<file path="config.mk">
export PLATFORM = sky130hd
export DESIGN_NAME = sorted_delay_timer_queue
export DESIGN_NICKNAME = d
export VERILOG_FILES = /design/src/sdtq_pkg.sv /design/src/sdtq_ram.sv /design/src/sdtq_ctrl.sv /design/src/sdtq_dp.sv /design/src/sorted_delay_timer_queue.sv
export SDC_FILE = /design/constraint.sdc
export NUM_CORES = 2
export LEC_CHECK = 0
export BUFFER_PORTS_ARGS = -buffer_cell sky130_fd_sc_hd__buf_4
export CAP_MARGIN = 15
export CORE_ASPECT_RATIO = 0.7
export CORE_UTILIZATION = 45
export DETAILED_ROUTE_END_ITERATION = 8
export SETUP_SLACK_MARGIN = 0.2
export SYNTH_ARGS = -nofsm -noshare
export SYNTH_HDL_FRONTEND = slang
export SYNTH_HIERARCHICAL = 1
export SYNTH_SLANG_ARGS = --single-unit
</file>
<file path="constraint.sdc">
create_clock -name clk -period 9.1 [get_ports clk]
set_input_delay 2.73 -clock clk [delete_from_list [all_inputs] [get_ports clk]]
set_output_delay 2.73 -clock clk [all_outputs]
set_load 0.01 [all_outputs]
</file>
<file path="src/sdtq_pkg.sv">
// Shared types, codes and helpers for the sorted delay timer queue.
package sdtq_pkg;

  // Width of the tick counter and of every deadline.
  localparam int TICK_W = 32;
  // Width of the task field on the ports.
  localparam int PORT_TASK_W = 8;
  // Most wakes that one tick may release.
  localparam int MAX_WAKES = 32;
  // Wake counter width, wide enough to hold MAX_WAKES itself.
  localparam int WAKE_CNT_W = 6;

  typedef enum logic [1:0] {
    REQ_TICK  = 2'd0,
    REQ_DELAY = 2'd1,
    REQ_UNTIL = 2'd2,
    REQ_TIME  = 2'd3
  } req_type_t;

  typedef enum logic [1:0] {
    RPL_OK      = 2'd0,
    RPL_NOSPACE = 2'd1,
    RPL_WAKE    = 2'd2,
    RPL_TIME    = 2'd3
  } reply_kind_t;

  // Commands from the controller to the datapath.
  typedef struct packed {
    logic        latch;
    logic        decode;
    logic        reply;
    reply_kind_t reply_kind;
    logic        tk_take;
    logic        wake;
    logic        wake_last;
    logic        ins_start;
    logic        ins_shift;
    logic        ins_put;
  } dp_cmd_t;

  // Status from the datapath to the controller.
  typedef struct packed {
    req_type_t req;
    logic      empty;
    logic      full;
    logic      reached;
    logic      due;
    logic      ins_stop;
    logic      out_free;
  } dp_stat_t;

  // Signed less-or-equal on two tick values.
  function automatic logic sle_tick(input logic [TICK_W-1:0] a, input logic [TICK_W-1:0] b);
    return $signed(a) <= $signed(b);
  endfunction

endpackage

</file>
<file path="src/sdtq_ram.sv">
// Generic single-write, single-read RAM with a registered read port.
module sdtq_ram #(
  parameter int WIDTH = 8,
  parameter int DEPTH = 4
) (
  input  logic                                     clk,
  input  logic                                     we,
  input  logic [(DEPTH > 1 ? $clog2(DEPTH) : 1)-1:0] waddr,
  input  logic [WIDTH-1:0]                         wdata,
  input  logic [(DEPTH > 1 ? $clog2(DEPTH) : 1)-1:0] raddr,
  output logic [WIDTH-1:0]                         rdata
);

  logic [WIDTH-1:0] mem [DEPTH];

  // Write port and registered read port.
  always_ff @(posedge clk) begin
    if (we) begin
      mem[waddr] <= wdata;
    end
    rdata <= mem[raddr];
  end

endmodule

</file>
<file path="src/sdtq_ctrl.sv">
// Controller state machine for the sorted delay timer queue.
module sdtq_ctrl
  import sdtq_pkg::*;
(
  input  logic     clk,
  input  logic     rst,
  input  logic     in_valid,
  output logic     in_ready,
  input  dp_stat_t stat,
  output dp_cmd_t  cmd
);

  typedef enum logic [6:0] {
    S_IDLE     = 7'b0000001,
    S_DECODE   = 7'b0000010,
    S_CHECK    = 7'b0000100,
    S_REPLY    = 7'b0001000,
    S_TK_FIRST = 7'b0010000,
    S_TK_NEXT  = 7'b0100000,
    S_INS      = 7'b1000000
  } state_t;

  state_t state, state_next;

  // State register.
  always_ff @(posedge clk) begin
    if (rst) begin
      state <= S_IDLE;
    end else begin
      state <= state_next;
    end
  end

  // Next state and commands.
  always_comb begin
    cmd        = '0;
    in_ready   = 1'b0;
    state_next = state;
    case (state)
      S_IDLE: begin
        in_ready = 1'b1;
        if (in_valid) begin
          cmd.latch  = 1'b1;
          state_next = S_DECODE;
        end
      end
      S_DECODE: begin
        cmd.decode = 1'b1;
        case (stat.req)
          REQ_TICK: state_next = stat.empty ? S_IDLE : S_TK_FIRST;
          REQ_TIME: state_next = S_REPLY;
          default:  state_next = S_CHECK;
        endcase
      end
      S_CHECK: begin
        if (stat.reached || stat.full) begin
          state_next = S_REPLY;
        end else begin
          cmd.ins_start = 1'b1;
          state_next    = S_INS;
        end
      end
      S_REPLY: begin
        if (stat.req == REQ_TIME) begin
          cmd.reply_kind = RPL_TIME;
        end else if (stat.reached) begin
          cmd.reply_kind = RPL_OK;
        end else begin
          cmd.reply_kind = RPL_NOSPACE;
        end
        if (stat.out_free) begin
          cmd.reply  = 1'b1;
          state_next = S_IDLE;
        end
      end
      S_TK_FIRST: begin
        // The head entry is held back until we know whether it is the last wake.
        if (stat.due) begin
          cmd.tk_take = 1'b1;
          state_next  = S_TK_NEXT;
        end else begin
          state_next = S_IDLE;
        end
      end
      S_TK_NEXT: begin
        if (stat.out_free) begin
          cmd.wake      = 1'b1;
          cmd.wake_last = !stat.due;
          if (stat.due) begin
            cmd.tk_take = 1'b1;
          end else begin
            state_next = S_IDLE;
          end
        end
      end
      S_INS: begin
        // Walk back from the tail, moving later deadlines up by one slot.
        if (stat.ins_stop) begin
          cmd.ins_put = 1'b1;
          state_next  = S_IDLE;
        end else begin
          cmd.ins_shift = 1'b1;
        end
      end
      default: begin
        state_next = S_IDLE;
      end
    endcase
  end

endmodule

</file>
<file path="src/sdtq_dp.sv">
// Datapath: tick counter, ring-buffer wait queue, request and result registers.
module sdtq_dp
  import sdtq_pkg::*;
#(
  parameter int QUEUE_DEPTH  = 32,
  parameter int TASK_ID_BITS = 8
) (
  input  logic                          clk,
  input  logic                          rst,
  input  logic [1:0]                    req_type,
  input  logic [PORT_TASK_W-1:0]        task_id,
  input  logic signed [TICK_W-1:0]      tick_amount,
  input  dp_cmd_t                       cmd,
  output dp_stat_t                      stat,
  output logic                          out_valid,
  input  logic                          out_ready,
  output logic [1:0]                    reply_kind,
  output logic [PORT_TASK_W-1:0]        reply_task,
  output logic signed [TICK_W-1:0]      reply_value,
  output logic                          last
);

  localparam int PTR_W = (QUEUE_DEPTH > 1) ? $clog2(QUEUE_DEPTH) : 1;
  localparam int CNT_W = $clog2(QUEUE_DEPTH + 1);
  localparam int TID_W = (TASK_ID_BITS < PORT_TASK_W) ? TASK_ID_BITS : PORT_TASK_W;
  localparam int ENT_W = TICK_W + TID_W;

  function automatic logic [PTR_W-1:0] ptr_inc(input logic [PTR_W-1:0] p);
    return (p == PTR_W'(QUEUE_DEPTH - 1)) ? '0 : p + 1'b1;
  endfunction

  function automatic logic [PTR_W-1:0] ptr_dec(input logic [PTR_W-1:0] p);
    return (p == '0) ? PTR_W'(QUEUE_DEPTH - 1) : p - 1'b1;
  endfunction

  // Control state.
  logic [TICK_W-1:0]     now_ticks;
  logic [PTR_W-1:0]      head;
  logic [PTR_W-1:0]      tail;
  logic [CNT_W-1:0]      count;
  logic [WAKE_CNT_W-1:0] n_wakes;

  // Request and work registers.
  req_type_t          req;
  logic [TID_W-1:0]   req_task;
  logic [TICK_W-1:0]  req_amount;
  logic [TICK_W-1:0]  deadline;
  logic [TID_W-1:0]   held_task;
  logic [PTR_W-1:0]   rd_ptr;
  logic [PTR_W-1:0]   wr_ptr;
  logic [CNT_W-1:0]   steps;

  // Result register.
  logic [1:0]             out_kind;
  logic [PORT_TASK_W-1:0] out_task;
  logic [TICK_W-1:0]      out_value;
  logic                   out_last;
  logic                   out_free;

  // Queue memory.
  logic              ram_we;
  logic [PTR_W-1:0]  ram_waddr;
  logic [ENT_W-1:0]  ram_wdata;
  logic [PTR_W-1:0]  ram_raddr;
  logic [ENT_W-1:0]  ram_rdata;
  logic [TICK_W-1:0] rd_dl;
  logic [TID_W-1:0]  rd_task;

  assign rd_dl   = ram_rdata[TID_W +: TICK_W];
  assign rd_task = ram_rdata[TID_W-1:0];

  // Read address is set ahead so the registered read data matches the pointer in use.
  always_comb begin
    if (cmd.ins_start) begin
      ram_raddr = ptr_dec(tail);
    end else if (cmd.ins_shift) begin
      ram_raddr = ptr_dec(rd_ptr);
    end else if (cmd.tk_take) begin
      ram_raddr = ptr_inc(head);
    end else begin
      ram_raddr = head;
    end
  end

  assign ram_we    = cmd.ins_shift | cmd.ins_put;
  assign ram_waddr = wr_ptr;
  assign ram_wdata = cmd.ins_put ? {deadline, req_task} : ram_rdata;

  sdtq_ram #(
    .WIDTH (ENT_W),
    .DEPTH (QUEUE_DEPTH)
  ) u_queue_ram (
    .clk   (clk),
    .we    (ram_we),
    .waddr (ram_waddr),
    .wdata (ram_wdata),
    .raddr (ram_raddr),
    .rdata (ram_rdata)
  );

  // Status to the controller.
  assign out_free      = !out_valid || out_ready;
  assign stat.req      = req;
  assign stat.empty    = (count == '0);
  assign stat.full     = (count == CNT_W'(QUEUE_DEPTH));
  assign stat.reached  = sle_tick(deadline, now_ticks);
  assign stat.due      = (count != '0) && (n_wakes < WAKE_CNT_W'(MAX_WAKES)) &&
                         sle_tick(rd_dl, now_ticks);
  assign stat.ins_stop = (steps == '0) || sle_tick(rd_dl, deadline);
  assign stat.out_free = out_free;

  // Counter, queue pointers and fill count.
  always_ff @(posedge clk) begin
    if (rst) begin
      now_ticks <= '0;
      head      <= '0;
      tail      <= '0;
      count     <= '0;
      n_wakes   <= '0;
    end else begin
      if (cmd.decode && req == REQ_TICK) begin
        now_ticks <= now_ticks + 1'b1;
      end
      if (cmd.decode) begin
        n_wakes <= '0;
      end else if (cmd.tk_take) begin
        n_wakes <= n_wakes + 1'b1;
      end
      if (cmd.tk_take) begin
        head  <= ptr_inc(head);
        count <= count - 1'b1;
      end else if (cmd.ins_put) begin
        tail  <= ptr_inc(tail);
        count <= count + 1'b1;
      end
    end
  end

  // Request capture, deadline and insertion walk.
  always_ff @(posedge clk) begin
    if (cmd.latch) begin
      req        <= req_type_t'(req_type);
      req_task   <= task_id[TID_W-1:0];
      req_amount <= tick_amount;
    end
    if (cmd.decode) begin
      deadline <= (req == REQ_DELAY) ? req_amount + now_ticks : req_amount;
    end
    if (cmd.tk_take) begin
      held_task <= rd_task;
    end
    if (cmd.ins_start) begin
      rd_ptr <= ptr_dec(tail);
      wr_ptr <= tail;
      steps  <= count;
    end else if (cmd.ins_shift) begin
      rd_ptr <= ptr_dec(rd_ptr);
      wr_ptr <= rd_ptr;
      steps  <= steps - 1'b1;
    end
  end

  // Result register: loads whenever the previous beat is gone or leaving.
  always_ff @(posedge clk) begin
    if (rst) begin
      out_valid <= 1'b0;
    end else if (cmd.reply || cmd.wake) begin
      out_valid <= 1'b1;
    end else if (out_ready) begin
      out_valid <= 1'b0;
    end
  end

  always_ff @(posedge clk) begin
    if (cmd.wake) begin
      out_kind  <= RPL_WAKE;
      out_task  <= PORT_TASK_W'(held_task);
      out_value <= now_ticks;
      out_last  <= cmd.wake_last;
    end else if (cmd.reply) begin
      out_kind  <= cmd.reply_kind;
      out_task  <= PORT_TASK_W'(req_task);
      out_value <= (cmd.reply_kind == RPL_TIME) ? now_ticks : '0;
      out_last  <= 1'b1;
    end
  end

  assign reply_kind  = out_kind;
  assign reply_task  = out_task;
  assign reply_value = out_value;
  assign last        = out_last;

  // The fill count never passes the queue depth.
  a_count_bound : assert property (@(posedge clk) disable iff (rst)
    count <= CNT_W'(QUEUE_DEPTH))
    else $error("queue fill count above depth");

  // An insert only lands when there is room.
  a_put_room : assert property (@(posedge clk) disable iff (rst)
    cmd.ins_put |-> (count < CNT_W'(QUEUE_DEPTH)))
    else $error("insert into a full queue");

  // An empty queue has head and tail together.
  a_empty_ptrs : assert property (@(posedge clk) disable iff (rst)
    (count == '0) |-> (head == tail))
    else $error("pointers apart on an empty queue");

  // A new result never overwrites one still waiting.
  a_no_overwrite : assert property (@(posedge clk) disable iff (rst)
    (cmd.reply || cmd.wake) |-> out_free)
    else $error("result register overwritten");

  // One tick releases no more than the wake limit.
  a_wake_limit : assert property (@(posedge clk) disable iff (rst)
    n_wakes <= WAKE_CNT_W'(MAX_WAKES))
    else $error("too many wakes on one tick");

endmodule

</file>
<file path="src/sorted_delay_timer_queue.sv">
// Top level of the sorted delay timer queue: controller plus datapath.
// Time reply: decode then reply state; ok and out-of-space also pass a check state.
// Tick: decode, head check, then each woken task as the result frees (up to 32 per tick).
// Delay insert: decode, check, a shift per later entry, then a put, via one RAM port pair.
// One request is worked at a time; the next beat is taken the cycle after, even if a result waits.
// Reset clears the tick count, queue pointers and fill count; the queue RAM needs no clearing.
module sorted_delay_timer_queue
  import sdtq_pkg::*;
#(
  parameter int QUEUE_DEPTH  = 32,
  parameter int TASK_ID_BITS = 8
) (
  input  logic                     clk,
  input  logic                     rst,
  input  logic                     in_valid,
  output logic                     in_ready,
  input  logic [1:0]               req_type,
  input  logic [PORT_TASK_W-1:0]   task_id,
  input  logic signed [TICK_W-1:0] tick_amount,
  output logic                     out_valid,
  input  logic                     out_ready,
  output logic [1:0]               reply_kind,
  output logic [PORT_TASK_W-1:0]   reply_task,
  output logic signed [TICK_W-1:0] reply_value,
  output logic                     last
);

  dp_cmd_t  cmd;
  dp_stat_t stat;

  sdtq_ctrl u_ctrl (
    .clk      (clk),
    .rst      (rst),
    .in_valid (in_valid),
    .in_ready (in_ready),
    .stat     (stat),
    .cmd      (cmd)
  );

  sdtq_dp #(
    .QUEUE_DEPTH  (QUEUE_DEPTH),
    .TASK_ID_BITS (TASK_ID_BITS)
  ) u_dp (
    .clk         (clk),
    .rst         (rst),
    .req_type    (req_type),
    .task_id     (task_id),
    .tick_amount (tick_amount),
    .cmd         (cmd),
    .stat        (stat),
    .out_valid   (out_valid),
    .out_ready   (out_ready),
    .reply_kind  (reply_kind),
    .reply_task  (reply_task),
    .reply_value (reply_value),
    .last        (last)
  );

endmodule

</file>
Word-level counts from Yosys, hierarchy flattened
Memory sizes are Yosys's and may differ from the RTL's. A register that Yosys moved wholly into a read port is not among the register bits.
Index checks and enable logic that the tools add are counted.
W data, S select, Z words.
- flip-flop bits (word level): 203
- bits in writable memories: 1280
- input bits: 46
- output and inout port bits: 45
- word-level logic and storage cells: 131
- memories kept: 1
- add/subtract/negate cells: 10
- $lt $le $gt $ge: 4
- eq/ne operators: 18
- mux-type cells: 55
- bitwise operators: 2
- reductions and logical operators: 22
- memory list (memory ; words ; bits a word ; read ports ; clocked after Yosys merged registers in ; write ports ; line ; text):
    u_dp.u_queue_ram.mem ; 32 ; 40 ; 1 ; 1 ; 1 ; sdtq_ram.sv:14 ; logic [WIDTH-1:0] mem [DEPTH];
- operator list (cell ; number):
    $mux W32 ; 4
    $le A32 B32 Y1 ; 3
    $mux W5 ; 12
    $pmux W7 S7 ; 1
    $mux W7 ; 6
    $mux W40 ; 1
    $add A32 B1 Y32 const B ; 1
    $add A32 B32 Y32 ; 1
    $mux W6 ; 5
    $mux W1 ; 17
    $mux W8 ; 2
    $pmux W7 S2 ; 1
    $add A6 B1 Y6 const B ; 2
    $logic_not A6 Y1 ; 2
    $sub A6 B1 Y6 const B ; 2
    $add A5 B1 Y5 const B ; 2
    $eq A5 B5 Y1 const B ; 2
    $logic_not A5 Y1 ; 2
    $sub A5 B1 Y5 const B ; 2
    $reduce_bool A2 Y1 ; 4
    $eq A7 B1 Y1 const B ; 1
    $eq A7 B2 Y1 const B ; 1
    $eq A7 B3 Y1 const B ; 1
    $eq A7 B4 Y1 const B ; 1
    other kinds (22) ; 35

Logic depth before layout (Yosys ltp)
- depth in word-level cells: 9
- depth in mapped cells: 26
- gate-level depth less buffers: 22

By module
Netlist, hierarchy kept.
- by module, submodules not included (module ; instances ; cells an instance ; area each (um2) ; seq. area each (um2)):
    sdtq_ram ; 1 ; 2813 ; 50564.7 ; 39237.6
    sdtq_dp ; 1 ; 1208 ; 12254.3 ; 5315.1
    sdtq_ctrl ; 1 ; 69 ; 551.8 ; 140.1

Worst setup path after synthesis
OpenSTA, ideal clock, no wires.
- path type: input to register
- start point: in in_valid
- end point: reg u_dp.req[0] (enable)
- library setup time: 0.548 ns
- data arrival time: 6.880 ns
- required time: 8.552 ns
- setup slack: 1.672 ns
- stages: 2
- path buffers: 0
- cells stage by stage: inv_1 nor4_1
- RTL lines (element ; line ; text):
    start, declared ; sorted_delay_timer_queue.sv:15 ; input logic in_valid,
    end signal, assigned ; sdtq_dp.sv:142 ; req <= req_type_t'(req_type);
    end, declared ; sdtq_dp.sv:44 ; req_type_t req;

==> impl_metrics.csv <==
group,metric,value,unit
setup_path,crit_path_end_kind,"register",
die,dieHeight,316,um
routing,routed_wl,170,mm
setup_path,path_depth,12,
routing,avgViaCountPerCell,5.92,
die,core_area,139000,um2
clock_network,cts.reportedPaths.clkPinSlew,60,ps
cells_and_area,final_common_cell,"edfxtp_1",
setup_path,cp_top_family,"simple AND/OR/NAND/NOR gates",
die,start_util,0.456,
setup_path,critPathMaxStageDelay,1210,ps
setup_path,r2r-end,"u_dp/u_queue_ram/mem[13][19]$_DFFE_PP_",
pwr,p_int,11.3,mW
synthesis,syn-cell-area,63400,um2
pwr,switching_share,0.199,
setup_path,reg2reg_from,"u_dp/deadline[27]$_DFFE_PP_",
cells_and_area,fin_cells,6216,
setup_path,path_cells,"inv_1 -> ha_1 -> nand4_1 -> nor4_1 -> a221oi_1 -> xor2_1 -> nand3_1 -> and2_2 -> or2_2 -> nand3b_1 -> nor2_4 -> buf_4",
clock_network,postCtsSetupBuffers,0,
clock_network,cts-root-buf,"clkbuf_16",
synthesis,synth_edf_count,1419,
setup_path,ff2ff_path_depth,12,
synthesis,synth_area_leaders,"edfxtp_1 67%, mux2i_1 10%, dfxtp_1 3.3%",
outcome,violations,"design-rule violations",
grt,grt_pass1_wl,244,mm
routing,drt_pass1_iterations,7,
synthesis,yosys_most_used_dff,"edfxtp_1",
synthesis,synth_top_area_share,0.672,
clock_network,cts_resized,0,
synthesis,synth_top_area_cell,"edfxtp_1",
cells_and_area,drive_above_1_share,0.121,
timing,slew_viol_final,0,
synthesis,synth_nets,4281,
placement,dp_cells,5935,
grt,gr-total-overflow,0,
timing,fin_hold_ws,484,ps
synthesis,syn_inst,4090,
timing,fin_skew,28.7,ps
setup_path,reg2reg_slack,2360,ps
cells_and_area,area_growth_syn_to_layout,13.0,%
timing,rsz0062_at_grt,"false",
pwr,p_comb_frac,0.012,
cells_and_area,final_net_count,4424,
timing,setup_tns,0,ps
pwr,power.share.sequential,0.538,
synthesis,synth_seq_cells,1523,
die,die_area,142000,um2
setup_path,required,9540,ps
synthesis,ys_async_sr_fraction,0,
timing,tightest_slew,1280,ps
placement,place_area,66500,um2
clock_network,htree_num_levels,4,
clock_network,cts_buffers,150,
grt,antenna_found_initial,8,
die,rows,114,
placement,place.gp.congestion,0.840,
routing,ant_nets,0,
synthesis,ys_types,76,
routing,vias,36769,
setup_path,cp-start-kind,"register",
setup_path,crit_buf_inv,2,
cells_and_area,stdcell_area,71600,um2
hold_path,hold_class,"reg -> reg",
die,dieWidth,451,um
routing,routedWlPerCell,27.3,um
placement,numPortBuffers,90,
routing,drtIter0Drc,3982,
grt,grt_max_degree,106,
clock_network,clockBufferDepth,3,
pwr,power_leakage,22.6,nW
timing,max_freq,0.148,GHz
clock_network,clock_latency,790,ps
clock_network,hold_buffers,0,
cells_and_area,post-route-util,0.515,
setup_path,cp_slowest_cell,"nor2_4",
die,ios,91,
setup_path,arrival,7180,ps
timing,maxSlewHeadroom,0.148,
pwr,switchingPower,2.82,mW
timing,min_period,6740,ps
clock_network,clock_sinks,1523,
synthesis,seq_area_frac_synth,0.705,
routing,drc,60,
setup_path,critPathLaunch,"u_dp/deadline[27]$_DFFE_PP_",
grt,first_global_vias,33967,
grt,grt_usage,0.237,
setup_path,critPathCapture,"u_dp/u_queue_ram/mem[13][19]$_DFFE_PP_",
setup_path,setup.worst_path.class,"reg -> reg",
pwr,max-vdd-ir-drop,0.191,mV
timing,hold_violations,0,
cells_and_area,layout_common_cells,"1,419 x edfxtp_1, 648 x mux2i_1, 210 x a21oi_1",
cells_and_area,fillers,11414,
placement,hpwl,95.8,mm
pwr,clkPwrFrac,0.450,
synthesis,yosys_warnings,6,
timing,finalSetupViolations,0,
timing,finalCritPeriodShare,0.741,
pwr,power_density,198,nW/um2
synthesis,syn-mean-instance-area,15.5,um2
clock_network,cts_tree,"built",
flow_run,drv_cap,0,
setup_path,crit_path_max_fanout,25,
outcome,status,"finished with violations",
==> routing by layer <==
metal / vias to the layer above / wire length (um) / global-route usage
met3: 176 / 14900 / 0.0495
li1: 16167 / - / -
met1: 18985 / 80300 / 0.369
met5: - / 0 / 0
met2: 1441 / 72200 / 0.339
met4: 0 / 2510 / 0.0524
==> worst min-delay path by stage <==
stage,depth (start not counted),from,end
3_3_place_gp,0,u_dp/u_queue_ram/rdata[3]$_DFF_P_,u_dp/held_task[3]$_DFFE_PP_
6_report,0,u_dp/u_queue_ram/rdata[3]$_DFF_P_,u_dp/held_task[3]$_DFFE_PP_
5_1_grt,0,u_dp/u_queue_ram/rdata[3]$_DFF_P_,u_dp/held_task[3]$_DFFE_PP_
3_5_place_dp,0,u_dp/u_queue_ram/rdata[3]$_DFF_P_,u_dp/held_task[3]$_DFFE_PP_
2_1_floorplan,0,u_dp/u_queue_ram/rdata[0]$_DFF_P_,u_dp/held_task[0]$_DFFE_PP_
4_1_cts,0,u_dp/u_queue_ram/rdata[3]$_DFF_P_,u_dp/held_task[3]$_DFFE_PP_
==> logic make-up after synthesis <==
family          share of synthesized area
compound gates                     0.0675
xor+xnor                          0.00912
fa+ha+maj                          0.0289
buf+inv                            0.0230
flops                               0.705
mux                                 0.111
simple gates                       0.0548
==> synth_stat cells (all sizes together) (17+ instances only) <==
library cell,count
edfxtp,1419
mux2i,648
a21oi,214
nand2,198
nor2,152
nand3,147
ha,143
a22oi,121
dfxtp,104
buf,103
inv,93
clkbuf,91
a22o,80
o21ai,64
nor3,58
a21o,55
a31oi,51
mux2,51
xnor2,44
nand4,35
nand2b,25
xor2,22
nor2b,17
==> layout make-up <==
type | count | area (um2) | share of cell area
repair buffers | 185 | 1650 | 0.0230
well taps | 1856 | 2320 | 0.0324
clock buffers | 207 | 4230 | 0.0591
flip-flops and latches | 1523 | 44700 | 0.624
multi-input cells | 2279 | 17500 | 0.245
diodes | 3 | 7.51 | 0.000105
clock inverters | 69 | 805 | 0.0112
inverters | 94 | 353 | 0.00493
==> sequential cells by signal, summed over array words and instances, names as in the netlist, 8 cells and up <==
signal,flops
u_dp/deadline,32
u_dp/held_task,8
u_dp/now_ticks,32
u_dp/reply_task,8
u_dp/reply_value,32
u_dp/req_amount,32
u_dp/req_task,8
u_dp/u_queue_ram/mem,1280
u_dp/u_queue_ram/rdata,40
==> power by group through the flow <==
stage | registers (mW) | logic (mW) | clock network, mW
finish | 7.62 | 0.176 | 6.37
detailed placement | 7.77 | 0.173 | 0
floorplan | 7.75 | 0.114 | 0
global placement | 7.77 | 0.172 | 0
CTS | 7.62 | 0.176 | 6.47
global route | 7.62 | 0.195 | 6.74
==> through the flow <==
stage	power [mW]	setup slack [ps]
after floorplan	7.86	1670
after global placement	7.94	1950
after detailed placement	7.94	1910
after CTS	14.3	2370
after global routing	14.6	1910
final	14.2	2360
Note: power is estimated with default switching activity, not from simulation.
